### src/rtl/core/msie_pkg.sv
// ----------------------------------------------------------------------------
// msie_pkg
// Shared types, command and status codes for the integer execute unit.
// ----------------------------------------------------------------------------
package msie_pkg;

    localparam int DATA_DEPTH_DEF = 65536;
    localparam int REG_COUNT      = 32;
    localparam int COST_W         = 52;

    localparam logic [4:0] ZERO_INDEX = 5'd0;
    localparam logic [4:0] SP_INDEX   = 5'd29;
    localparam logic [4:0] RA_INDEX   = 5'd31;

    localparam logic [3:0] ADDI_COST = 4'd4;

    localparam logic [3:0] CMD_ADD  = 4'd0;
    localparam logic [3:0] CMD_SUB  = 4'd1;
    localparam logic [3:0] CMD_SLL  = 4'd2;
    localparam logic [3:0] CMD_SRL  = 4'd3;
    localparam logic [3:0] CMD_SW   = 4'd4;
    localparam logic [3:0] CMD_LW   = 4'd5;
    localparam logic [3:0] CMD_BNE  = 4'd6;
    localparam logic [3:0] CMD_BEQ  = 4'd7;
    localparam logic [3:0] CMD_BLEZ = 4'd8;
    localparam logic [3:0] CMD_BGTZ = 4'd9;
    localparam logic [3:0] CMD_J    = 4'd10;
    localparam logic [3:0] CMD_JR   = 4'd11;
    localparam logic [3:0] CMD_JAL  = 4'd12;
    localparam logic [3:0] CMD_ADDI = 4'd13;
    localparam logic [3:0] CMD_END  = 4'd14;

    localparam logic [1:0] ST_OK      = 2'd0;
    localparam logic [1:0] ST_END     = 2'd1;
    localparam logic [1:0] ST_BAD_CMD = 2'd2;
    localparam logic [1:0] ST_RANGE   = 2'd3;

    typedef struct packed {
        logic [3:0]         command;
        logic [4:0]         dest_index;
        logic [4:0]         src_index_a;
        logic [4:0]         src_index_b;
        logic signed [31:0] immediate;
    } in_item_t;

    typedef struct packed {
        logic [31:0]        next_pc;
        logic [1:0]         status;
        logic               reg_written;
        logic [4:0]         written_reg;
        logic signed [31:0] written_value;
        logic               mem_written;
        logic [15:0]        mem_address;
        logic [31:0]        cycle_total;
        logic [31:0]        executed_total;
    } out_item_t;

    typedef struct packed {
        logic        en;
        logic [4:0]  idx;
        logic [31:0] data;
    } rf_write_t;

    // cost nibble of commands add..jal, zero for the rest
    function automatic logic [3:0] cost_of(input logic [COST_W-1:0] tab,
                                           input logic [3:0] cmd);
        logic [3:0] c;
        c = '0;
        if (cmd <= CMD_JAL)
            c = tab[{cmd, 2'b00} +: 4];
        return c;
    endfunction

endpackage

### src/rtl/core/msie_regfile.sv
// ----------------------------------------------------------------------------
// msie_regfile
// 32x32 register file, two banks (ports a/b and port d), registered reads,
// per-entry valid bits standing in for the reset contents, write-through.
// ----------------------------------------------------------------------------
module msie_regfile
    import msie_pkg::*;
#(
    parameter int DATA_DEPTH = DATA_DEPTH_DEF
) (
    input  logic        clk,
    input  logic        rst_n,
    input  logic        rd_en,
    input  logic [4:0]  rd_idx_a,
    input  logic [4:0]  rd_idx_b,
    input  logic [4:0]  rd_idx_d,
    input  rf_write_t   wr,
    output logic [31:0] rd_data_a,
    output logic [31:0] rd_data_b,
    output logic [31:0] rd_data_d
);

    localparam logic [31:0] SP_RESET = 32'(DATA_DEPTH - 1);

    logic [31:0] bank_ab_mem [REG_COUNT];
    logic [31:0] bank_d_mem  [REG_COUNT];

    logic [REG_COUNT-1:0] valid_reg;
    logic [31:0] mem_a_reg, mem_b_reg, mem_d_reg, fwd_data_reg;
    logic [4:0]  idx_a_reg, idx_b_reg, idx_d_reg;
    logic        vld_a_reg, vld_b_reg, vld_d_reg;
    logic        hit_a_reg, hit_b_reg, hit_d_reg;

    function automatic logic [31:0] reset_value(input logic [4:0] idx);
        return (idx == SP_INDEX) ? SP_RESET : 32'd0;
    endfunction

    always_ff @(posedge clk)
    begin
        if (wr.en)
        begin
            bank_ab_mem[wr.idx] <= wr.data;
            bank_d_mem[wr.idx]  <= wr.data;
        end
        if (rd_en)
        begin
            mem_a_reg    <= bank_ab_mem[rd_idx_a];
            mem_b_reg    <= bank_ab_mem[rd_idx_b];
            mem_d_reg    <= bank_d_mem[rd_idx_d];
            idx_a_reg    <= rd_idx_a;
            idx_b_reg    <= rd_idx_b;
            idx_d_reg    <= rd_idx_d;
            fwd_data_reg <= wr.data;
        end
    end

    always_ff @(posedge clk or negedge rst_n)
    begin
        if (!rst_n)
        begin
            valid_reg <= '0;
            vld_a_reg <= 1'b0;
            vld_b_reg <= 1'b0;
            vld_d_reg <= 1'b0;
            hit_a_reg <= 1'b0;
            hit_b_reg <= 1'b0;
            hit_d_reg <= 1'b0;
        end
        else
        begin
            if (wr.en)
                valid_reg[wr.idx] <= 1'b1;
            if (rd_en)
            begin
                vld_a_reg <= valid_reg[rd_idx_a];
                vld_b_reg <= valid_reg[rd_idx_b];
                vld_d_reg <= valid_reg[rd_idx_d];
                // write in the same edge as the read: old data in the bank
                hit_a_reg <= wr.en && (wr.idx == rd_idx_a);
                hit_b_reg <= wr.en && (wr.idx == rd_idx_b);
                hit_d_reg <= wr.en && (wr.idx == rd_idx_d);
            end
        end
    end

    assign rd_data_a = hit_a_reg ? fwd_data_reg :
                       vld_a_reg ? mem_a_reg : reset_value(idx_a_reg);
    assign rd_data_b = hit_b_reg ? fwd_data_reg :
                       vld_b_reg ? mem_b_reg : reset_value(idx_b_reg);
    assign rd_data_d = hit_d_reg ? fwd_data_reg :
                       vld_d_reg ? mem_d_reg : reset_value(idx_d_reg);

endmodule

### config.mk
export PLATFORM = sky130hd
export DESIGN_NAME = msie_regfile
export DESIGN_NICKNAME = d
export VERILOG_FILES = /design/src/rtl/core/msie_pkg.sv /design/src/rtl/core/msie_regfile.sv
export SDC_FILE = /design/constraint.sdc
export NUM_CORES = 2
export LEC_CHECK = 0
export BUFFER_PORTS_ARGS = -buffer_cell sky130_fd_sc_hd__buf_2
export CAP_MARGIN = 0
export CORE_UTILIZATION = 45
export DETAILED_ROUTE_END_ITERATION = 8
export HOLD_SLACK_MARGIN = 0.1
export PLACE_DENSITY_LB_ADDON = 0.15
export SETUP_SLACK_MARGIN = 0.2
export SYNTH_ARGS = -nofsm -noshare
export SYNTH_HDL_FRONTEND = slang
export SYNTH_SLANG_ARGS = --single-unit
### constraint.sdc
create_clock -name clk -period 3.1 [get_ports clk]
set_input_delay 0.62 -clock clk [delete_from_list [all_inputs] [get_ports clk]]
set_output_delay 0.62 -clock clk [all_outputs]
set_load 0.005 [all_outputs]
==> impl_metrics.json <==
{
  "routed.top_layer": "met5",
  "crit_start": "hit_a_reg",
  "crit_type": "flip-flop to output pin",
  "nNetsFinal": 3200,
  "ant_nets": 0,
  "die_x_um": 375,
  "first_pass_iters": 6,
  "status": "finished clean",
  "grt_max_degree": 61,
  "syn_inst": 2866,
  "largest_register": "bank_d_mem",
  "ys_seq_area_frac": 0.576,
  "p_per_area_nw_per_um2": 543,
  "tns_ns": 0,
  "syn_avg_cell_area_um2": 21.8,
  "drcViolationCount": 0,
  "rr_worst_depth": 3,
  "grt_pass1_wl_um": 296000,
  "grt_use_total": 0.305,
  "layout_setup_ws_ns": 0.139,
  "met1_length_um": 79800,
  "drive_above_1_share": 0.537,
  "fin_skew_ns": 0.0283,
  "wl_per_cell_um": 41.5,
  "die_area_um2": 140000,
  "crit_fanout": 16,
  "cts.path.max_buffers": 3,
  "multiInputGateArea_um2": 25500,
  "fin_crit_ns": 2.96,
  "vias": 36300,
  "drv_cap": 0,
  "fin_crit_sh": 0.955,
  "cp_slowest_cell": "dfrtp_4",
  "fmaxAchievable_mhz": 338,
  "numPortBuffers": 151,
  "dp.cells": 4784,
  "synth_cell_type_count": 35,
  "cts_sinks": 1205,
  "clk_pin_slew_ns": 0.06,
  "worst_r2r_endpoint": "mem_d_reg[28]",
  "fill_cells": 10500,
  "cts_tree": "built",
  "drt-total-wl_um": 209000,
  "finalMaxSlewViolations": 0,
  "end_kind": "output pin",
  "synth_nets": 2922,
  "grt_antenna_before_repair": 18,
  "path_buf_inv": 2,
  "vdd_drop_max_mv": 0.565,
  "synth_area_um2": 62500,
  "wl_met3_um": 23400,
  "clockRootBuffer": "clkbuf_16",
  "required_ns": 2.48,
  "rsz0062_at_grt": "yes",
  "tightestPinTransition_ns": 1.01,
  "crit_end": "rd_data_a[0]",
  "min_path_type": "input port to flip-flop",
  "grt_pass1_vias": 37600,
  "relSlewSlack": 0.330,
  "regArea_um2": 36000,
  "overflow": 0,
  "final_hold_viol_count": 0,
  "p_total_mw": 39.3,
  "r2r_setup_slack_ns": 1.10,
  "crit_family": "flip-flops",
  "cts_max_level": 4,
  "initialDrtViolationCount": 5367,
  "ios": 152,
  "crit_arrival_ns": 2.34,
  "layoutNonFillerInstCount": 5042,
  "vias_per_cell": 7.19,
  "synthToLayoutAreaGrowth_pct": 15.8,
  "setup_viol": 0,
  "start_kind": "flip-flop",
  "cp_num_cells": 4,
  "yosys_warnings": 0,
  "ys_ff_latch": 1205,
  "routed-wl-met2_um": 97700,
  "rows": 136,
  "p_leak_nw": 23.2,
  "r2r-start": "bank_d_mem[3][28]",
  "start_util": 0.454,
  "largest_reg_flops": 992,
  "hpwlAfterDp_um": 127000,
  "numCtsBuffers": 138,
  "dpl_worst_slack_ns": 0.179,
  "fin_util": 0.526,
  "clkLatencyLatePin_ns": 0.76,
  "coreArea_um2": 138000,
  "cp_cell_sequence": "nor4_4 -> buf_12 -> a221o_1 -> buf_2",
  "place_congestion": 0.896,
  "die_h_um": 375,
  "cpPeakStageDelay_ns": 0.54
}
==> per-stage QoR <==
step,cell area (um2),hold WS (ns)
3_3_place_gp,67800,0.508
4_1_cts,72300,0.216
5_1_grt,72400,0.273
3_5_place_dp,67800,0.508
6_report,72400,0.279
2_1_floorplan,62600,0.324
==> what timing repair did <==
| action | in CTS | in global routing |
|---|---|---|
| pin swaps | 2 | 3 |
| cloned | 2 | 0 |
| buffers inserted | 7 | 4 |
| setup endpoints to repair | 80 | 40 |
| gates resized for setup | 30 | 16 |
| hold endpoints to repair | 38 | 0 |
| hold buffers | 1 | 0 |
==> routing by layer <==
metal,track usage,vias to the layer above
li1,-,13600
met1,0.427,19700
met2,0.466,2431
met3,0.0709,469
met4,0.118,10
met5,0,-
==> power breakdown <==
group / leakage [nW] / total, mW / internal (mW) / switching, mW
combinational: 10.0 / 4.84 / 2.36 / 2.47
sequential: 11.1 / 18.7 / 18.4 / 0.332
clock: 2.08 / 15.8 / 9.21 / 6.57
total: 23.2 / 39.3 / 30.0 / 9.37
==> how the worst min path moves through the flow <==
stage                  start            end  cells after the start
2_1_floorplan          rst_n      hit_a_reg                      0
3_3_place_gp    valid_reg[6]   valid_reg[6]                      1
3_5_place_dp   valid_reg[14]  valid_reg[14]                      1
4_1_cts               wr[37]      hit_a_reg                      3
5_1_grt               wr[37]      hit_a_reg                      3
6_report              wr[37]      hit_a_reg                      3
==> Yosys cell counts <==
master,n,area (um2)
edfxtp_1,1167,35000
mux4_2,960,21600
clkbuf_1,138,518
mux2_2,96,1080
a221o_1,48,480
a22o_1,48,420
mux2i_1,48,480
buf_2,43,215
buf_4,43,323
nor2_1,40,150
dfrtp_1,38,951
or2_2,32,200
buf_1,29,109
nand2_1,21,78.8
buf_6,18,203
xnor2_1,12,105
a21oi_1,9,45.0
a22oi_1,9,67.6
nand4_1,9,56.3
nor2b_1,9,56.3
nand2b_1,6,37.5
nand3_1,5,25.0
nand3b_1,5,37.5
a211oi_1,3,22.5
a31oi_1,3,18.8
a41oi_1,3,26.3
and2_1,3,18.8
and3_1,3,18.8
inv_1,3,11.3
nor4_1,3,18.8
o21ai_0,3,15.0
o32ai_1,3,26.3
xor2_1,3,26.3
or3b_2,2,17.5
or3_1,1,6.26
==> cell usage in the layout (no fill, tap or decap), types with 32 or more instances in the layout <==
master and n:
edfxtp_1 1167, buf_12 117, mux2_2 96, clkbuf_16 143, mux2i_1 48, or2_2 32
dfrtp_1 32, a221o_1 38, buf_4 141, a22o_1 46, buf_2 128, nor2_4 32
mux4_2 960
==> area by class of cell <==
cell class | count | share of cell area
well taps | 1794 | 0.0310
diodes | 7 | 0.000242
clock inverters | 62 | 0.00757
multi-input cells | 1387 | 0.352
repair buffers | 409 | 0.0600
clock buffers | 175 | 0.0515
inverters | 3 | 0.000156
flip-flops and latches | 1205 | 0.497
==> worst reg2reg max path, delay by kind of cell (launching register included) <==
family / cells / cell delay (ns)
mux: 3 / 1.36
flops: 1 / 0.40
==> cells by family (layout without fill, tap and decap cells) <==
kind of cell | Yosys count | after routing | share of synthesized area
flops | 1205 | 1205 | 0.576
mux | 1104 | 1104 | 0.371
buf+inv | 274 | 649 | 0.0221
simple gates | 139 | 139 | 0.0115
compound gates | 129 | 129 | 0.0179
xor+xnor | 15 | 15 | 0.00210
other cells | 0 | 7 | 0
Power figures use the tool's default switching activity.
