==> src/rtl/core/msie_pkg.sv <==
// ----------------------------------------------------------------------------
// msie_pkg
// Shared types, command and status codes for the integer execute unit.
// ----------------------------------------------------------------------------
package msie_pkg;

    localparam int DATA_DEPTH_DEF = 65536;
    localparam int REG_COUNT      = 32;
    localparam int COST_W         = 52;

    localparam logic [4:0] ZERO_INDEX = 5'd0;
    localparam logic [4:0] SP_INDEX   = 5'd29;
    localparam logic [4:0] RA_INDEX   = 5'd31;

    localparam logic [3:0] ADDI_COST = 4'd4;

    localparam logic [3:0] CMD_ADD  = 4'd0;
    localparam logic [3:0] CMD_SUB  = 4'd1;
    localparam logic [3:0] CMD_SLL  = 4'd2;
    localparam logic [3:0] CMD_SRL  = 4'd3;
    localparam logic [3:0] CMD_SW   = 4'd4;
    localparam logic [3:0] CMD_LW   = 4'd5;
    localparam logic [3:0] CMD_BNE  = 4'd6;
    localparam logic [3:0] CMD_BEQ  = 4'd7;
    localparam logic [3:0] CMD_BLEZ = 4'd8;
    localparam logic [3:0] CMD_BGTZ = 4'd9;
    localparam logic [3:0] CMD_J    = 4'd10;
    localparam logic [3:0] CMD_JR   = 4'd11;
    localparam logic [3:0] CMD_JAL  = 4'd12;
    localparam logic [3:0] CMD_ADDI = 4'd13;
    localparam logic [3:0] CMD_END  = 4'd14;

    localparam logic [1:0] ST_OK      = 2'd0;
    localparam logic [1:0] ST_END     = 2'd1;
    localparam logic [1:0] ST_BAD_CMD = 2'd2;
    localparam logic [1:0] ST_RANGE   = 2'd3;

    typedef struct packed {
        logic [3:0]         command;
        logic [4:0]         dest_index;
        logic [4:0]         src_index_a;
        logic [4:0]         src_index_b;
        logic signed [31:0] immediate;
    } in_item_t;

    typedef struct packed {
        logic [31:0]        next_pc;
        logic [1:0]         status;
        logic               reg_written;
        logic [4:0]         written_reg;
        logic signed [31:0] written_value;
        logic               mem_written;
        logic [15:0]        mem_address;
        logic [31:0]        cycle_total;
        logic [31:0]        executed_total;
    } out_item_t;

    typedef struct packed {
        logic        en;
        logic [4:0]  idx;
        logic [31:0] data;
    } rf_write_t;

    // cost nibble of commands add..jal, zero for the rest
    function automatic logic [3:0] cost_of(input logic [COST_W-1:0] tab,
                                           input logic [3:0] cmd);
        logic [3:0] c;
        c = '0;
        if (cmd <= CMD_JAL)
            c = tab[{cmd, 2'b00} +: 4];
        return c;
    endfunction

endpackage

==> src/rtl/core/msie_outq.sv <==
// ----------------------------------------------------------------------------
// msie_outq
// Two-entry result queue between the execute pipe and the output channel.
// ----------------------------------------------------------------------------
module msie_outq
    import msie_pkg::*;
(
    input  logic      clk,
    input  logic      rst_n,
    input  logic      push,
    input  out_item_t push_item,
    input  logic      out_stall,
    output logic      out_valid,
    output out_item_t out_item,
    output logic [1:0] count
);

    out_item_t  entry_reg [2];
    logic       wr_ptr_reg, rd_ptr_reg;
    logic [1:0] count_reg;
    logic       pop;

    assign out_valid = (count_reg != 2'd0);
    assign pop       = out_valid && !out_stall;
    assign out_item  = entry_reg[rd_ptr_reg];
    assign count     = count_reg;

    always_ff @(posedge clk)
    begin
        if (push)
            entry_reg[wr_ptr_reg] <= push_item;
    end

    always_ff @(posedge clk or negedge rst_n)
    begin
        if (!rst_n)
        begin
            wr_ptr_reg <= 1'b0;
            rd_ptr_reg <= 1'b0;
            count_reg  <= 2'd0;
        end
        else
        begin
            if (push)
                wr_ptr_reg <= ~wr_ptr_reg;
            if (pop)
                rd_ptr_reg <= ~rd_ptr_reg;
            count_reg <= count_reg + {1'b0, push} - {1'b0, pop};
        end
    end

endmodule

==> config.mk <==
export PLATFORM = sky130hd
export DESIGN_NAME = msie_outq
export DESIGN_NICKNAME = d
export VERILOG_FILES = /design/src/rtl/core/msie_pkg.sv /design/src/rtl/core/msie_outq.sv
export SDC_FILE = /design/constraint.sdc
export NUM_CORES = 1
export LEC_CHECK = 0
export BUFFER_PORTS_ARGS = -buffer_cell sky130_fd_sc_hd__buf_4
export CORE_MARGIN = 1
export CORE_UTILIZATION = 30
export CTS_BUF_LIST = sky130_fd_sc_hd__clkbuf_4 sky130_fd_sc_hd__clkbuf_8 sky130_fd_sc_hd__clkbuf_16
export DETAILED_ROUTE_END_ITERATION = 12
export PLACE_DENSITY = 0.63
export SLEW_MARGIN = 20
export SYNTH_ARGS = -nofsm -noshare
export SYNTH_HDL_FRONTEND = slang
export SYNTH_SLANG_ARGS = --single-unit
==> constraint.sdc <==
create_clock -name clk -period 7.8 [get_ports clk]
set_input_delay 0.78 -clock clk [delete_from_list [all_inputs] [get_ports clk]]
set_output_delay 0.78 -clock clk [all_outputs]
set_load 0.02 [all_outputs]
==> impl_metrics.json, run 1 <==
{
  "drc": 0,
  "drv_slew": 0,
  "clkPwrFrac_pct": 26.8,
  "track_usage_pct": 11.85,
  "startpoint_type": "flip-flop",
  "worst_setup_path_end_kind": "primary output",
  "rsz0062_at_grt": "no",
  "dp_cells": 1303,
  "nets": 989,
  "hpwl_um": 14890,
  "post_drt_wl_per_cell_um": 17.43,
  "cts_buffers": 36,
  "worst_slew_pin_slew_ps": 990.2,
  "maxCapViolations": 0,
  "synth_common_cells": "edfxtp_1, mux2_2, mux2_4, buf_2, buf_6",
  "root_buffer": "clkbuf_16",
  "synth-edff-count": 306,
  "tns_ps": 0,
  "path_class": "reg2out",
  "yosys.cell_count.top_type": "edfxtp_1",
  "swShare_pct": 30.48,
  "synthArstFlopShare_pct": 1.290,
  "syn_avg_cell_area_um2": 23.27,
  "grt_pass1_vias": 5947,
  "ff2ff_path_depth": 2,
  "reg2reg_to": "entry_reg[1][98]",
  "p_seq_share_pct": 39.1,
  "crit_arrival_ps": 2620,
  "routed_wl_um": 23740,
  "combinationalPowerShare_pct": 34.1,
  "drtPass1Iterations": 4,
  "clock_sinks": 310,
  "hold_violations": 0,
  "outcome": "complete, no violations",
  "viasPerCell": 4.149,
  "finClkSkew_ps": 6.141,
  "die_h_um": 197.5,
  "htree_levels": 2,
  "cts-resized-gates": 0,
  "holdBufCountCts": 0,
  "drive_above_1_share_pct": 61.76,
  "gp_congestion": 0.6931,
  "die_area_mm2": 0.03902,
  "die_x_um": 197.5,
  "overflow": 0,
  "ys_seq_area_share_pct": 80.99,
  "period_minus_slack_ps": 3399,
  "port-buffer-count": 312,
  "cts.clk_slew.worst_paths_ps": 60,
  "yosysTopAreaCell": "edfxtp_1",
  "clk_latency_ps": 520,
  "switching_power_mw": 1.805,
  "setup_violations": 0,
  "clockBufferDepth": 3,
  "slew_headroom_pct": 33.98,
  "grt_pass1_wl_um": 34580,
  "p_leak_nw": 5.916,
  "crit_path_max_fanout": 128,
  "ir_drop_v": 0.0004576,
  "synth_cells": 493,
  "synth_seq_cells": 310,
  "netlist_top_cells_area": "edfxtp_1, mux2_2, mux2_4, dfrtp_1, buf_6",
  "synth_flop_cell": "edfxtp_1",
  "synth_fp_nets": 652,
  "coreArea_mm2": 0.03767,
  "antenna_found_initial": 1,
  "r2r_slack_ps": 5740,
  "final_cells": 1362,
  "max_clock_freq_mhz": 294.2,
  "dr_total_vias": 5651,
  "yosys.area.top_type_share_pct": 80.11,
  "yosys_warnings": 0,
  "fillers": 3477,
  "drtAntennaViolNets": 0,
  "syn_to_final_growth_pct": 35.10,
  "grt_max_degree": 154,
  "powerDensity_mw_per_mm2": 382.1,
  "start_util_pct": 30.45,
  "critical_path_required_ps": 7020,
  "synthesis.area_mm2": 0.01147,
  "drt_iter0_drc": 175,
  "cts_setup_buffers": 0,
  "r2r_start": "wr_ptr_reg",
  "cts_tree": "done",
  "crit_start": "rd_ptr_reg",
  "largest_reg_flops": 306,
  "hold_path.class": "in2async",
  "num_io_pins": 313,
  "p_int_mw": 4.116,
  "synthDistinctLibCells": 14,
  "rows": 71,
  "post-route-period-util_pct": 43.57
}
==> how the worst max path moves through the flow <==
stage                 endpoint  cells past startpoint  slack (ps)
2_1_floorplan  entry_reg[0][0]                      1        2590
3_3_place_gp      out_item[14]                      3        4920
3_5_place_dp      out_item[14]                      3        4900
4_1_cts           out_item[14]                      3        4320
5_1_grt           out_item[52]                      3        4250
6_report          out_item[52]                      3        4400
==> critical path, stage by stage (launching register included) <==
cell and delay (ps):
dfrtp_4 710, buf_12 670, mux2_2 420, buf_4 160
==> through the flow <==
step	hold WS (ps)	utilization (%)	total power [mW]	cell area, um^2	worst slack [ps]
after floorplan	473.1	-	3.668	11470	2595
after detailed placement	547.1	38.19	4.412	14390	4905
after global placement	530.9	38.19	4.392	14390	4923
after CTS	1.009	41.13	6.030	15490	4319
final	44.54	41.14	5.921	15500	4401
after global routing	12.91	41.14	6.186	15500	4254
==> power groups by stage <==
| stage | registers (mW) | clock network (mW) | logic, mW |
|---|---|---|---|
| 6_report | 2.32 | 1.59 | 2.02 |
| 3_5_place_dp | 2.36 | 0 | 2.06 |
| 2_1_floorplan | 2.35 | 0 | 1.32 |
| 3_3_place_gp | 2.34 | 0 | 2.05 |
| 5_1_grt | 2.35 | 1.69 | 2.14 |
| 4_1_cts | 2.32 | 1.65 | 2.06 |
==> cells by family (layout without fill, tap and decap cells) <==
group | Yosys count | count (layout) | synth area share, %
compound gates | 1 | 1 | 0.06548
xor+xnor | 4 | 4 | 0.3055
fa+ha+maj | 2 | 2 | 0.2181
buf+inv | 20 | 377 | 1.276
flops | 310 | 310 | 80.99
mux | 153 | 153 | 16.98
other cells | 0 | 1 | 0
simple gates | 3 | 3 | 0.1637
==> layout make-up <==
class                   instances  area, um^2  area share [%]
clock inverters                15       125.1          0.8074
well taps                     511       639.4           4.126
inverters                       3       11.26         0.07267
flip-flops and latches        310        9293           59.97
repair buffers                316        2397           15.47
diodes                          1       2.502         0.01615
clock buffers                  43       983.4           6.346
multi-input cells             163        2044           13.19
==> cell usage in the layout (no fill, tap or decap) <==
master	Yosys	final
and2_4	0	1
buf_12	0	2
buf_4	0	314
bufinv_16	0	2
clkbuf_16	0	37
clkbuf_4	0	4
clkbuf_8	0	2
clkinv_1	0	6
clkinv_2	0	5
clkinv_4	0	2
dfrtp_1	4	3
dfrtp_4	0	1
diode_2	0	1
edfxtp_1	306	306
ha_1	2	2
inv_1	3	3
mux2_2	93	93
mux2_4	60	60
nor2b_4	0	1
o21bai_1	1	1
or2_2	1	1
xnor2_1	3	3
xor2_1	1	1
==> layer usage <==
| layer | global-route usage, % | vias to the layer above | wire, um |
|---|---|---|---|
| met3 | 4.764 | 46 | 2215 |
| met4 | 6.001 | 0 | 739 |
| li1 | - | 2631 | - |
| met1 | 13.82 | 2765 | 9593 |
| met5 | 0 | - | 0 |
| met2 | 18.82 | 209 | 11190 |
Note: power is estimated with default switching activity, not from simulation.
==> run 2, diff against run 1 <==
==> constraint.sdc (replaced) <==
create_clock -name clk -period 2.9 [get_ports clk]
set_input_delay 0.29 -clock clk [delete_from_list [all_inputs] [get_ports clk]]
set_output_delay 0.29 -clock clk [all_outputs]
set_load 0.02 [all_outputs]
==> run 2 against run 1 <==
Compared with the run above: clock power rose to 2.7 times the previous value; final cell count up 12%; register-to-register slack worse by 4600 ps; critical path type unchanged; sequential cell count unchanged; routed wire length up 4.5%; critical path depth unchanged.
==> impl_metrics.json, run 2 (synthesis gave the netlist of run 1 again) <==
{
  "ff2ff_path_depth": 7,
  "drc": 0,
  "worst_setup_path_end_kind": "primary output",
  "drtPass1Iterations": 4,
  "startpoint_type": "flip-flop",
  "coreArea_mm2": 0.03767,
  "multiInputGateArea_mm2": 0.002044,
  "place_area_mm2": 0.01448,
  "dr_total_vias": 6333,
  "ff_latch_area_mm2": 0.009293,
  "fin_area_mm2": 0.01716,
  "dp_cells": 1307,
  "syn_to_final_growth_pct": 49.60,
  "cts_tree": "done",
  "drv_slew": 0,
  "tns_ps": 0,
  "drt_iter0_drc": 129,
  "final_common_cell": "buf_4",
  "slew_headroom_pct": 65.07,
  "die_h_um": 197.5,
  "hold_violations": 0,
  "track_usage_pct": 12.28,
  "antenna_found_initial": 3,
  "hpwl_um": 14730,
  "outcome": "complete, no violations",
  "finClkSkew_ps": 7.865,
  "path_class": "reg2out",
  "powerDensity_mw_per_mm2": 946.6,
  "reg2reg_to": "count[1]",
  "r2r_slack_ps": 1170,
  "htree_levels": 2,
  "post-route-period-util_pct": 85.05,
  "rsz0062_at_grt": "no",
  "nets": 1146,
  "gp_congestion": 0.7035,
  "final_cells": 1526,
  "period_minus_slack_ps": 2466,
  "cts-resized-gates": 0,
  "largest_reg_flops": 306,
  "clk_latency_ps": 520,
  "fillers": 3315,
  "grt_max_degree": 83,
  "die_area_mm2": 0.03902,
  "rows": 71,
  "routed_wl_um": 24820,
  "num_io_pins": 313,
  "ir_drop_v": 0.0004884,
  "overflow": 0,
  "post_drt_wl_per_cell_um": 16.26,
  "clockBufferDepth": 3,
  "die_x_um": 197.5,
  "cts_buffers": 34,
  "drtAntennaViolNets": 0,
  "root_buffer": "clkbuf_16",
  "setup_violations": 0,
  "grt_pass1_vias": 6793,
  "clock_sinks": 310,
  "start_util_pct": 30.45,
  "final_cell_mix": "buf_4, edfxtp_1, dlygate4sd3_1",
  "port-buffer-count": 312,
  "viasPerCell": 4.150,
  "crit_path_max_fanout": 49,
  "p_leak_nw": 6.607,
  "critical_path_required_ps": 2610,
  "max_clock_freq_mhz": 405.4,
  "grt_pass1_wl_um": 36600,
  "hold_path.class": "in2async",
  "worst_slew_pin_slew_ps": 524.0,
  "r2r_start": "count[0]",
  "maxCapViolations": 0,
  "drive_above_1_share_pct": 52.52,
  "crit_arrival_ps": 2180,
  "cts.clk_slew.worst_paths_ps": 60
}
run 2: metrics by stage:
| step | power (mW) | worst slack [ps] | utilization [%] | hold slack [ps] |
|---|---|---|---|---|
| after global routing | 16.93 | 340.5 | 45.55 | 103.2 |
| after detailed placement | 11.93 | 961.0 | 38.44 | 98.46 |
| after floorplan | 9.795 | -217.4 | - | -5.591 |
| final | 16.24 | 433.6 | 45.56 | 122.6 |
| after CTS | 16.48 | 377.2 | 45.54 | 66.78 |
| after global placement | 11.87 | 989.4 | 38.44 | 100.3 |
run 2: layout make-up:
cell class                 instances  area share (%)
antenna                            2         0.02917
tap                              511           3.726
inverter                           3         0.06563
multi-input combinational        163           11.91
clock buffer                      48           5.877
timing repair buffer             475           23.55
sequential                       310           54.16
clock inverter                    14          0.6781
run 2: timing repair:
action / in CTS / in global routing
hold buffers: 155 / 0
hold endpoints to repair: 311 / 0
buffers inserted: 0 / 0
run 2: layer usage:
| layer | wire length (um) | part of all wire (%) | global-route usage [%] |
|---|---|---|---|
| met4 | 662 | 2.7 | 5.599 |
| met2 | 12350 | 50 | 20.68 |
| met3 | 1985 | 8.0 | 4.490 |
| met1 | 9804 | 40 | 13.86 |
| met5 | 13 | 0.052 | 0 |
run 2: how the worst max path moves through the flow:
| stage | from | endpoint | slack (ps) | cells after the start |
|---|---|---|---|---|
| global route | rd_ptr_reg | out_item[2] | 340 | 3 |
| detailed placement | rd_ptr_reg | out_item[2] | 960 | 3 |
| global placement | rd_ptr_reg | out_item[152] | 990 | 3 |
| floorplan | wr_ptr_reg | entry_reg[0][0] | -220 | 1 |
| CTS | rd_ptr_reg | out_item[2] | 380 | 3 |
| finish | rd_ptr_reg | out_item[2] | 430 | 3 |
run 2: critical path, stage by stage, from the launching register on:
cell and delay, ps:
dfrtp_4 680, buf_12 370, mux2_2 390, buf_4 160
run 2: power breakdown:
part / internal (mW) / switching, mW / leakage, nW / total [mW]
logic: 2.75 / 2.97 / 3.13 / 5.72
registers: 5.95 / 0.273 / 2.92 / 6.22
clock network: 2.61 / 1.69 / 0.558 / 4.30
total: 11.3 / 4.94 / 6.61 / 16.2
